===== config.mk =====
export PLATFORM = sky130hd
export DESIGN_NAME = xor_checked_frame_builder_flat
export DESIGN_NICKNAME = d
export VERILOG_FILES = /design/src/design/xcfb_pkg.sv /design/src/design/xcfb_cfg_if.sv /design/src/design/xcfb_in_if.sv /design/src/design/xcfb_out_if.sv /design/src/design/xor_checked_frame_builder.sv /design/src/design/xcfb_datapath.sv /design/src/design/xcfb_ctrl.sv /design/src/flat_wrapper.sv
export SDC_FILE = /design/constraint.sdc
export NUM_CORES = 1
export LEC_CHECK = 0
export BUFFER_PORTS_ARGS = -buffer_cell sky130_fd_sc_hd__buf_4
export CAP_MARGIN = 20
export CORE_UTILIZATION = 60
export CTS_CLUSTER_DIAMETER = 200
export DETAILED_ROUTE_END_ITERATION = 8
export PLACE_DENSITY = 0.76
export SLEW_MARGIN = 20
export SYNTH_ARGS = -nofsm -noshare
export SYNTH_HDL_FRONTEND = slang
export SYNTH_SLANG_ARGS = --single-unit

===== constraint.sdc =====
create_clock -name clk -period 4.2 [get_ports clk]
set_input_delay 0.84 -clock clk [delete_from_list [all_inputs] [get_ports clk]]
set_output_delay 0.84 -clock clk [all_outputs]
set_load 0.05 [all_outputs]

===== src/design/xcfb_pkg.sv =====
package xcfb_pkg;

  localparam int BYTE_W = 8;
  localparam int ADDR_W = 16;
  localparam int CNT_W  = 8;
  localparam int SUM_W  = CNT_W + 1;

  localparam int HDR_LEN = 5;

  typedef logic [2:0] hdr_idx_t;

  localparam hdr_idx_t HDR_TYPE  = 3'd0;
  localparam hdr_idx_t HDR_CMD   = 3'd1;
  localparam hdr_idx_t HDR_ADDRH = 3'd2;
  localparam hdr_idx_t HDR_ADDRL = 3'd3;
  localparam hdr_idx_t HDR_COUNT = 3'd4;

  typedef logic [2:0] src_t;

  localparam src_t SRC_HDR  = 3'd0;
  localparam src_t SRC_DATA = 3'd1;
  localparam src_t SRC_CHK  = 3'd2;
  localparam src_t SRC_REP  = 3'd3;
  localparam src_t SRC_ERR  = 3'd4;

  typedef struct packed {
    logic load_item;
    logic emit;
    src_t src;
    logic last;
    logic step_hdr;
    logic step_pos;
    logic start_rep;
  } cmd_t;

  typedef struct packed {
    logic first;
    logic item_bad;
    logic cnt_zero;
    logic pos_last;
    logic hdr_last;
    logic rep_last;
    logic out_free;
  } sts_t;

endpackage


===== src/design/xcfb_cfg_if.sv =====
interface xcfb_cfg_if;
  import xcfb_pkg::*;

  logic              valid;
  logic              ready;
  logic [BYTE_W-1:0] frame_type_byte;

  modport source (output valid, output frame_type_byte, input ready);
  modport sink (input valid, input frame_type_byte, output ready);
endinterface


===== src/design/xcfb_in_if.sv =====
interface xcfb_in_if;
  import xcfb_pkg::*;

  logic              valid;
  logic              ready;
  logic [BYTE_W-1:0] command;
  logic [ADDR_W-1:0] end_address;
  logic [CNT_W-1:0]  data_count;
  logic [BYTE_W-1:0] data_byte;

  modport source (
    output valid, output command, output end_address, output data_count,
    output data_byte, input ready
  );
  modport sink (
    input valid, input command, input end_address, input data_count,
    input data_byte, output ready
  );
endinterface


===== src/design/xcfb_out_if.sv =====
interface xcfb_out_if;
  import xcfb_pkg::*;

  logic              valid;
  logic              ready;
  logic [BYTE_W-1:0] out_byte;
  logic              copy_number;
  logic              last_of_run;
  logic              bad_length;

  modport source (
    output valid, output out_byte, output copy_number, output last_of_run,
    output bad_length, input ready
  );
  modport sink (
    input valid, input out_byte, input copy_number, input last_of_run,
    input bad_length, output ready
  );
endinterface


===== src/design/xor_checked_frame_builder.sv =====
// an item is taken into the controller state, its beats into the output
// register; a first item gives five header bytes, a middle payload item one
// byte; a final item adds check byte and replay, a byte per cycle unless stalled
// throughput: one item at a time, one output beat per cycle at most
// rst (synchronous) clears the controller, message position, check and type byte
module xor_checked_frame_builder #(
  parameter int MAX_DATA = 32
) (
  input logic        clk,
  input logic        rst,
  xcfb_cfg_if.sink   cfg,
  xcfb_in_if.sink    item,
  xcfb_out_if.source result
);
  import xcfb_pkg::*;

  cmd_t cmd;
  sts_t sts;

  xcfb_ctrl u_ctrl (
    .clk      (clk),
    .rst      (rst),
    .in_valid (item.valid),
    .in_ready (item.ready),
    .sts      (sts),
    .cmd      (cmd)
  );

  xcfb_datapath #(
    .MAX_DATA (MAX_DATA)
  ) u_datapath (
    .clk    (clk),
    .rst    (rst),
    .cfg    (cfg),
    .item   (item),
    .result (result),
    .cmd    (cmd),
    .sts    (sts)
  );

endmodule


===== src/design/xcfb_datapath.sv =====
module xcfb_datapath #(
  parameter int MAX_DATA = 32
) (
  input  logic            clk,
  input  logic            rst,
  xcfb_cfg_if.sink        cfg,
  xcfb_in_if.sink         item,
  xcfb_out_if.source      result,
  input  xcfb_pkg::cmd_t  cmd,
  output xcfb_pkg::sts_t  sts
);
  import xcfb_pkg::*;

  localparam int DEPTH = MAX_DATA + HDR_LEN + 1;
  localparam int AW    = $clog2(DEPTH);

  logic [BYTE_W-1:0] frame_type;
  logic [BYTE_W-1:0] cmd_byte;
  logic [ADDR_W-1:0] address;
  logic [BYTE_W-1:0] payload;
  logic [CNT_W-1:0]  count;
  logic              bad;
  logic [CNT_W-1:0]  pos;
  hdr_idx_t          hdr_idx;
  logic [AW-1:0]     rep_idx;
  logic [BYTE_W-1:0] running_xor;
  logic [BYTE_W-1:0] rdata;
  logic [BYTE_W-1:0] frame_store [DEPTH];

  logic              first;
  logic              in_bad;
  logic [BYTE_W-1:0] hdr_byte;
  logic [BYTE_W-1:0] emit_byte;
  logic [AW-1:0]     waddr;
  logic [AW-1:0]     raddr;
  logic              store_wr;

  assign cfg.ready = 1'b1;

  assign first  = (pos == '0);
  assign in_bad = {1'b0, item.data_count} > SUM_W'(MAX_DATA);

  assign sts.first    = first;
  assign sts.item_bad = first ? in_bad : bad;
  assign sts.cnt_zero = (count == '0);
  assign sts.pos_last = ({1'b0, pos} + SUM_W'(1)) >= {1'b0, count};
  assign sts.hdr_last = (hdr_idx == HDR_COUNT);
  assign sts.rep_last = (SUM_W'(rep_idx) == ({1'b0, count} + SUM_W'(HDR_LEN)));
  assign sts.out_free = !result.valid || result.ready;

  always_comb begin
    unique case (hdr_idx)
      HDR_TYPE:  hdr_byte = frame_type;
      HDR_CMD:   hdr_byte = cmd_byte;
      HDR_ADDRH: hdr_byte = address[ADDR_W-1:BYTE_W];
      HDR_ADDRL: hdr_byte = address[BYTE_W-1:0];
      default:   hdr_byte = count;
    endcase
  end

  always_comb begin
    store_wr  = 1'b0;
    emit_byte = '0;
    waddr     = '0;
    unique case (cmd.src)
      SRC_HDR: begin
        emit_byte = hdr_byte;
        waddr     = AW'(hdr_idx);
        store_wr  = cmd.emit;
      end
      SRC_DATA: begin
        emit_byte = payload;
        waddr     = AW'(SUM_W'(pos) + SUM_W'(HDR_LEN));
        store_wr  = cmd.emit;
      end
      SRC_CHK: begin
        emit_byte = running_xor;
        waddr     = AW'({1'b0, count} + SUM_W'(HDR_LEN));
        store_wr  = cmd.emit;
      end
      SRC_REP: emit_byte = rdata;
      default: emit_byte = '0;
    endcase
  end

  always_comb begin
    if (cmd.start_rep) begin
      raddr = '0;
    end else if (cmd.emit && cmd.src == SRC_REP) begin
      raddr = rep_idx + AW'(1);
    end else begin
      raddr = rep_idx;
    end
  end

  // frame store
  always_ff @(posedge clk) begin
    if (store_wr) begin
      frame_store[waddr] <= emit_byte;
    end
    rdata <= frame_store[raddr];
  end

  always_ff @(posedge clk) begin
    if (cmd.load_item) begin
      cmd_byte <= item.command;
      address  <= item.end_address;
      payload  <= item.data_byte;
    end
    if (cmd.start_rep) begin
      rep_idx <= '0;
    end else if (cmd.emit && cmd.src == SRC_REP) begin
      rep_idx <= rep_idx + AW'(1);
    end
  end

  always_ff @(posedge clk) begin
    if (rst) begin
      frame_type  <= '0;
      count       <= '0;
      bad         <= 1'b0;
      pos         <= '0;
      hdr_idx     <= HDR_TYPE;
      running_xor <= '0;
    end else begin
      if (cfg.valid) begin
        frame_type <= cfg.frame_type_byte;
      end
      if (cmd.load_item) begin
        hdr_idx <= HDR_TYPE;
        if (first) begin
          count       <= item.data_count;
          bad         <= in_bad;
          running_xor <= '0;
        end
      end
      if (cmd.step_hdr) begin
        hdr_idx <= hdr_idx + 3'd1;
      end
      if (cmd.step_pos) begin
        pos <= sts.pos_last ? '0 : pos + CNT_W'(1);
      end
      if (store_wr) begin
        running_xor <= running_xor ^ emit_byte;
      end
    end
  end

  // output register
  always_ff @(posedge clk) begin
    if (rst) begin
      result.valid <= 1'b0;
    end else if (cmd.emit) begin
      result.valid <= 1'b1;
    end else if (result.ready) begin
      result.valid <= 1'b0;
    end
  end

  always_ff @(posedge clk) begin
    if (cmd.emit) begin
      result.out_byte    <= emit_byte;
      result.copy_number <= (cmd.src == SRC_REP);
      result.last_of_run <= cmd.last;
      result.bad_length  <= (cmd.src == SRC_ERR);
    end
  end

endmodule


===== src/design/xcfb_ctrl.sv =====
module xcfb_ctrl (
  input  logic            clk,
  input  logic            rst,
  input  logic            in_valid,
  output logic            in_ready,
  input  xcfb_pkg::sts_t  sts,
  output xcfb_pkg::cmd_t  cmd
);
  import xcfb_pkg::*;

  localparam logic [2:0] S_IDLE = 3'd0;
  localparam logic [2:0] S_HDR  = 3'd1;
  localparam logic [2:0] S_DATA = 3'd2;
  localparam logic [2:0] S_CHK  = 3'd3;
  localparam logic [2:0] S_REP  = 3'd4;
  localparam logic [2:0] S_ERR  = 3'd5;

  logic [2:0] state;
  logic [2:0] state_next;

  assign in_ready = (state == S_IDLE);

  always_comb begin
    state_next = state;
    cmd        = '0;
    cmd.src    = SRC_HDR;
    unique case (state)
      S_IDLE: begin
        if (in_valid) begin
          cmd.load_item = 1'b1;
          if (sts.item_bad) begin
            state_next = S_ERR;
          end else if (sts.first) begin
            state_next = S_HDR;
          end else begin
            state_next = S_DATA;
          end
        end
      end
      S_HDR: begin
        cmd.src = SRC_HDR;
        if (sts.out_free) begin
          cmd.emit     = 1'b1;
          cmd.step_hdr = 1'b1;
          if (sts.hdr_last) begin
            state_next = sts.cnt_zero ? S_CHK : S_DATA;
          end
        end
      end
      S_DATA: begin
        cmd.src  = SRC_DATA;
        cmd.last = !sts.pos_last;
        if (sts.out_free) begin
          cmd.emit     = 1'b1;
          cmd.step_pos = 1'b1;
          state_next   = sts.pos_last ? S_CHK : S_IDLE;
        end
      end
      S_CHK: begin
        cmd.src = SRC_CHK;
        if (sts.out_free) begin
          cmd.emit      = 1'b1;
          cmd.start_rep = 1'b1;
          state_next    = S_REP;
        end
      end
      S_REP: begin
        cmd.src  = SRC_REP;
        cmd.last = sts.rep_last;
        if (sts.out_free) begin
          cmd.emit = 1'b1;
          if (sts.rep_last) begin
            state_next = S_IDLE;
          end
        end
      end
      S_ERR: begin
        cmd.src  = SRC_ERR;
        cmd.last = 1'b1;
        if (sts.out_free) begin
          cmd.emit     = 1'b1;
          cmd.step_pos = 1'b1;
          state_next   = S_IDLE;
        end
      end
      default: state_next = S_IDLE;
    endcase
  end

  always_ff @(posedge clk) begin
    if (rst) begin
      state <= S_IDLE;
    end else begin
      state <= state_next;
    end
  end

  a_emit_free: assert property (@(posedge clk) disable iff (rst)
    cmd.emit |-> sts.out_free)
    else $error("beat issued into a full output register");

  a_accept_busy: assert property (@(posedge clk) disable iff (rst)
    (in_valid && in_ready) |=> state != S_IDLE)
    else $error("item accepted without work");

  a_rep_done: assert property (@(posedge clk) disable iff (rst)
    (state == S_REP && cmd.emit && sts.rep_last) |=> state == S_IDLE)
    else $error("replay did not finish");

  a_zero_hdr: assert property (@(posedge clk) disable iff (rst)
    (state == S_HDR && cmd.emit && sts.hdr_last && sts.cnt_zero) |=> state == S_CHK)
    else $error("empty frame missed check byte");

endmodule


===== src/flat_wrapper.sv =====
// flat-port wrapper written by rule: the top's interface ports become plain ports
module xor_checked_frame_builder_flat import xcfb_pkg::*;
#(
  parameter int MAX_DATA = 32
)
  (clk, rst, cfg_valid, cfg_frame_type_byte, cfg_ready, item_valid, item_command, item_end_address, item_data_count, item_data_byte, item_ready, result_valid, result_out_byte, result_copy_number, result_last_of_run, result_bad_length, result_ready);
  xcfb_cfg_if cfg_i ();
  xcfb_in_if item_i ();
  xcfb_out_if result_i ();
  input logic clk;
  input logic rst;
  input wire logic [$bits(cfg_i.valid)-1:0] cfg_valid;
  input wire logic [$bits(cfg_i.frame_type_byte)-1:0] cfg_frame_type_byte;
  output wire logic [$bits(cfg_i.ready)-1:0] cfg_ready;
  input wire logic [$bits(item_i.valid)-1:0] item_valid;
  input wire logic [$bits(item_i.command)-1:0] item_command;
  input wire logic [$bits(item_i.end_address)-1:0] item_end_address;
  input wire logic [$bits(item_i.data_count)-1:0] item_data_count;
  input wire logic [$bits(item_i.data_byte)-1:0] item_data_byte;
  output wire logic [$bits(item_i.ready)-1:0] item_ready;
  output wire logic [$bits(result_i.valid)-1:0] result_valid;
  output wire logic [$bits(result_i.out_byte)-1:0] result_out_byte;
  output wire logic [$bits(result_i.copy_number)-1:0] result_copy_number;
  output wire logic [$bits(result_i.last_of_run)-1:0] result_last_of_run;
  output wire logic [$bits(result_i.bad_length)-1:0] result_bad_length;
  input wire logic [$bits(result_i.ready)-1:0] result_ready;
  assign cfg_i.valid = cfg_valid;
  assign cfg_i.frame_type_byte = cfg_frame_type_byte;
  assign cfg_ready = cfg_i.ready;
  assign item_i.valid = item_valid;
  assign item_i.command = item_command;
  assign item_i.end_address = item_end_address;
  assign item_i.data_count = item_data_count;
  assign item_i.data_byte = item_data_byte;
  assign item_ready = item_i.ready;
  assign result_valid = result_i.valid;
  assign result_out_byte = result_i.out_byte;
  assign result_copy_number = result_i.copy_number;
  assign result_last_of_run = result_i.last_of_run;
  assign result_bad_length = result_i.bad_length;
  assign result_i.ready = result_ready;
  xor_checked_frame_builder #(.MAX_DATA(MAX_DATA)) u_core (.clk(clk), .rst(rst), .cfg(cfg_i), .item(item_i), .result(result_i));
endmodule

==> flow_summary.json <==
{
  "path_class": "reg2reg",
  "ir_drop_mv": 0.448,
  "drc": 0,
  "end_kind": "register",
  "fmax_ghz": 0.295,
  "grt_pass1_wl_microns": 72400,
  "avgSynthCellArea_sq_um": 11.7,
  "arrival_ns": 3.81,
  "drive_above_1_share_pct": 12.3,
  "root_buffer": "clkbuf_16",
  "core_area_sq_um": 30000,
  "fill_cells": 2079,
  "hold_viol": 0,
  "fin_crit_ns": 3.39,
  "grt_max_degree": 65,
  "clk_latency_ns": 0.54,
  "post_cts_buffers": 0,
  "synthFlopType": "edfxtp_1",
  "netlist_area_sq_um": 18500,
  "clk_pin_slew_ns": 0.07,
  "drt_iter0_drc": 1607,
  "post_drt_wl_per_cell_microns": 23.3,
  "maxCapViolations": 0,
  "switchingPower_mw": 6.27,
  "dieArea_sq_um": 31600,
  "tns_ns": 0,
  "antenna_cells": 0,
  "p_comb_share_pct": 42.2,
  "initial_core_util_pct": 61.7,
  "ant_nets": 0,
  "rows": 63,
  "status": "completed",
  "synthDistinctLibCells": 63,
  "nets": 1687,
  "synth_edf_count": 347,
  "wl_microns": 47400,
  "dp_hpwl_microns": 30200,
  "hold_slack_ns": 0.474,
  "required_ns": 4.62,
  "synth-seq-area-share_pct": 62.1,
  "cts_sinks": 401,
  "grt_usage_pct": 30.7,
  "synth_nets": 1648,
  "cellPowerDensity_nw_per_um2": 761,
  "tightest_slew_ns": 1.05,
  "ys_warn_count": 0,
  "area_growth_pct": 12.3,
  "cts_hold_buf": 0,
  "worstHoldPathType": "in2reg",
  "grt_pass1_vias": 12600,
  "swShare_pct": 39.6,
  "syn_inst": 1577,
  "finClkSkew_ns": 0.0157,
  "p_total_mw": 15.8,
  "drtPass1Iterations": 6,
  "routabilityCongestion": 0.864,
  "finalSetupViolCount": 0,
  "die_height_microns": 178,
  "p_int_mw": 9.57,
  "vias_per_cell": 6.54,
  "critPathMaxFanout": 47,
  "rsz0062_at_grt": "false",
  "cts_resized": 0,
  "pwr-share-clk_pct": 22.1,
  "cts-buffers-inserted": 39,
  "synth-seq-cells": 401,
  "slew_headroom_pct": 29.8,
  "vias": 13300,
  "pwr-share-seq_pct": 35.7,
  "async_flop_share_pct": 0,
  "startpoint_type": "register",
  "cts_buffer_depth": 3,
  "htree_levels": 2,
  "antenna_found_initial": 0,
  "die_x_microns": 178,
  "min_period_over_period_pct": 80.8,
  "cts_tree": "built",
  "io_buffers": 65,
  "io_pins": 67,
  "overflow": 0,
  "slew_viol_final": 0,
  "leakage_nw": 7.28
}
-- cell usage after synthesis, drive strengths merged, types with 7 or more instances --
library cell	count	area share, %
a22oi	17	0.69
xor2	8	0.38
clkbuf	84	1.7
dfxtp	54	5.8
a22o	21	0.99
and3	32	1.1
mux2i	117	6.3
ha	18	1.2
a221oi	56	2.6
a21oi	65	1.8
nand3	93	2.5
nor3	15	0.47
nand2	199	4.0
nor2	137	2.8
edfxtp	347	56
nor2b	16	0.54
and2	8	0.27
a21o	9	0.36
a31oi	25	0.84
xnor2	20	0.95
mux4	7	0.85
inv	23	0.47
or3	7	0.24
buf	29	0.76
o21ai	98	2.6
nor4	15	0.71
a211oi	7	0.31
-- final cells by class --
class	instances	area [sq um]	share of cell area, %
tap	390	488	2.35
multi-input combinational	1039	6580	31.6
clock buffer	47	1010	4.83
clock inverter	20	246	1.18
timing repair buffer	111	883	4.25
inverter	24	95.1	0.457
sequential	401	11500	55.3
-- routing by layer --
layer / up-vias / track usage (%) / share of wire, %
met1: 6518 / 43.8 / 42
met3: 103 / 4.41 / 8.4
met5: - / 0 / 0
li1: 6001 / - / -
met4: 0 / 12.1 / 3.4
met2: 662 / 47.6 / 47
-- stage by stage --
stage	setup WS (ns)	util, %	area [sq um]	instances
finish	0.806	69.3	20800	2032
detailed placement	0.456	65.1	19500	1965
CTS	0.868	69.3	20800	2032
global route	0.577	69.3	20800	2032
global placement	0.595	65.1	19500	1965
floorplan	0.461	-	18500	1577
-- cells in the final DEF, fill, tap and decap left out, drive strengths merged, types with 16 or more instances in the layout --
cell,Yosys,layout
a21oi,65,65
a221oi,56,56
a22o,21,21
a22oi,17,17
a31oi,25,25
and3,32,32
buf,29,111
clkbuf,84,47
dfxtp,54,54
edfxtp,347,347
ha,18,18
inv,23,24
mux2i,117,117
nand2,199,199
nand3,93,93
nor2,137,137
nor2b,16,16
o21ai,98,98
xnor2,20,20
-- path summary, 6_finish.rpt --
| check | from | endpoint | slack [ns] | cells after the start |
|---|---|---|---|---|
| worst max register to register | u_core.u_ctrl.state[2]$_SDFFE_PP0P_ | u_core.u_datapath.rdata[6]$_DFF_P_ | 0.81 | 10 |
| worst min register to register | u_core.u_datapath.running_xor[7]$_SDFFE_PP0P_ | u_core.u_datapath.running_xor[7]$_SDFFE_PP0P_ | 0.49 | 2 |
| worst min-delay path | item_data_byte[4] | u_core.u_datapath.payload[4]$_DFFE_PP_ | 0.47 | 1 |
| worst max-delay path | u_core.u_ctrl.state[2]$_SDFFE_PP0P_ | u_core.u_datapath.rdata[6]$_DFF_P_ | 0.81 | 10 |
-- flip-flops by register name, indices dropped and copies added (netlist names), 6 cells and up --
signal,count
u_core.u_datapath.address,16
u_core.u_datapath.count,8
u_core.u_datapath.frame_store,304
u_core.u_datapath.cmd_byte,8
u_core.u_datapath.frame_type,8
u_core.u_datapath.rep_idx,6
u_core.u_datapath.result.out_byte,8
u_core.u_datapath.pos,8
u_core.u_datapath.payload,8
u_core.u_datapath.rdata,8
u_core.u_datapath.running_xor,8
-- worst max-delay path, cell delays in order (launching register included) --
cell	delay (ns)
dfxtp_2	0.64
inv_1	0.21
a211oi_2	0.31
nor3_4	0.10
clkinv_4	0.32
buf_4	0.52
nand2_1	0.11
and3_1	0.20
a311oi_1	0.30
o21ai_1	0.13
a2111oi_0	0.37
-- power by group through the flow --
stage	clock network, mW	registers, mW	logic (mW)
6_report	3.49	5.66	6.68
5_1_grt	3.66	5.68	7.17
4_1_cts	3.51	5.65	6.60
3_5_place_dp	0	5.73	6.56
3_3_place_gp	0	5.71	6.40
2_1_floorplan	0	5.83	4.33
-- cell families after synthesis --
kind of cell,count (synthesis),synth area share [%]
simple gates,541,13.4
flops,401,62.1
compound gates,324,11.6
buf+inv,137,2.97
mux,127,7.36
xor+xnor,28,1.32
fa+ha+maj,18,1.22
other cells,1,0.0202
Note: power is estimated with default switching activity, not from simulation.
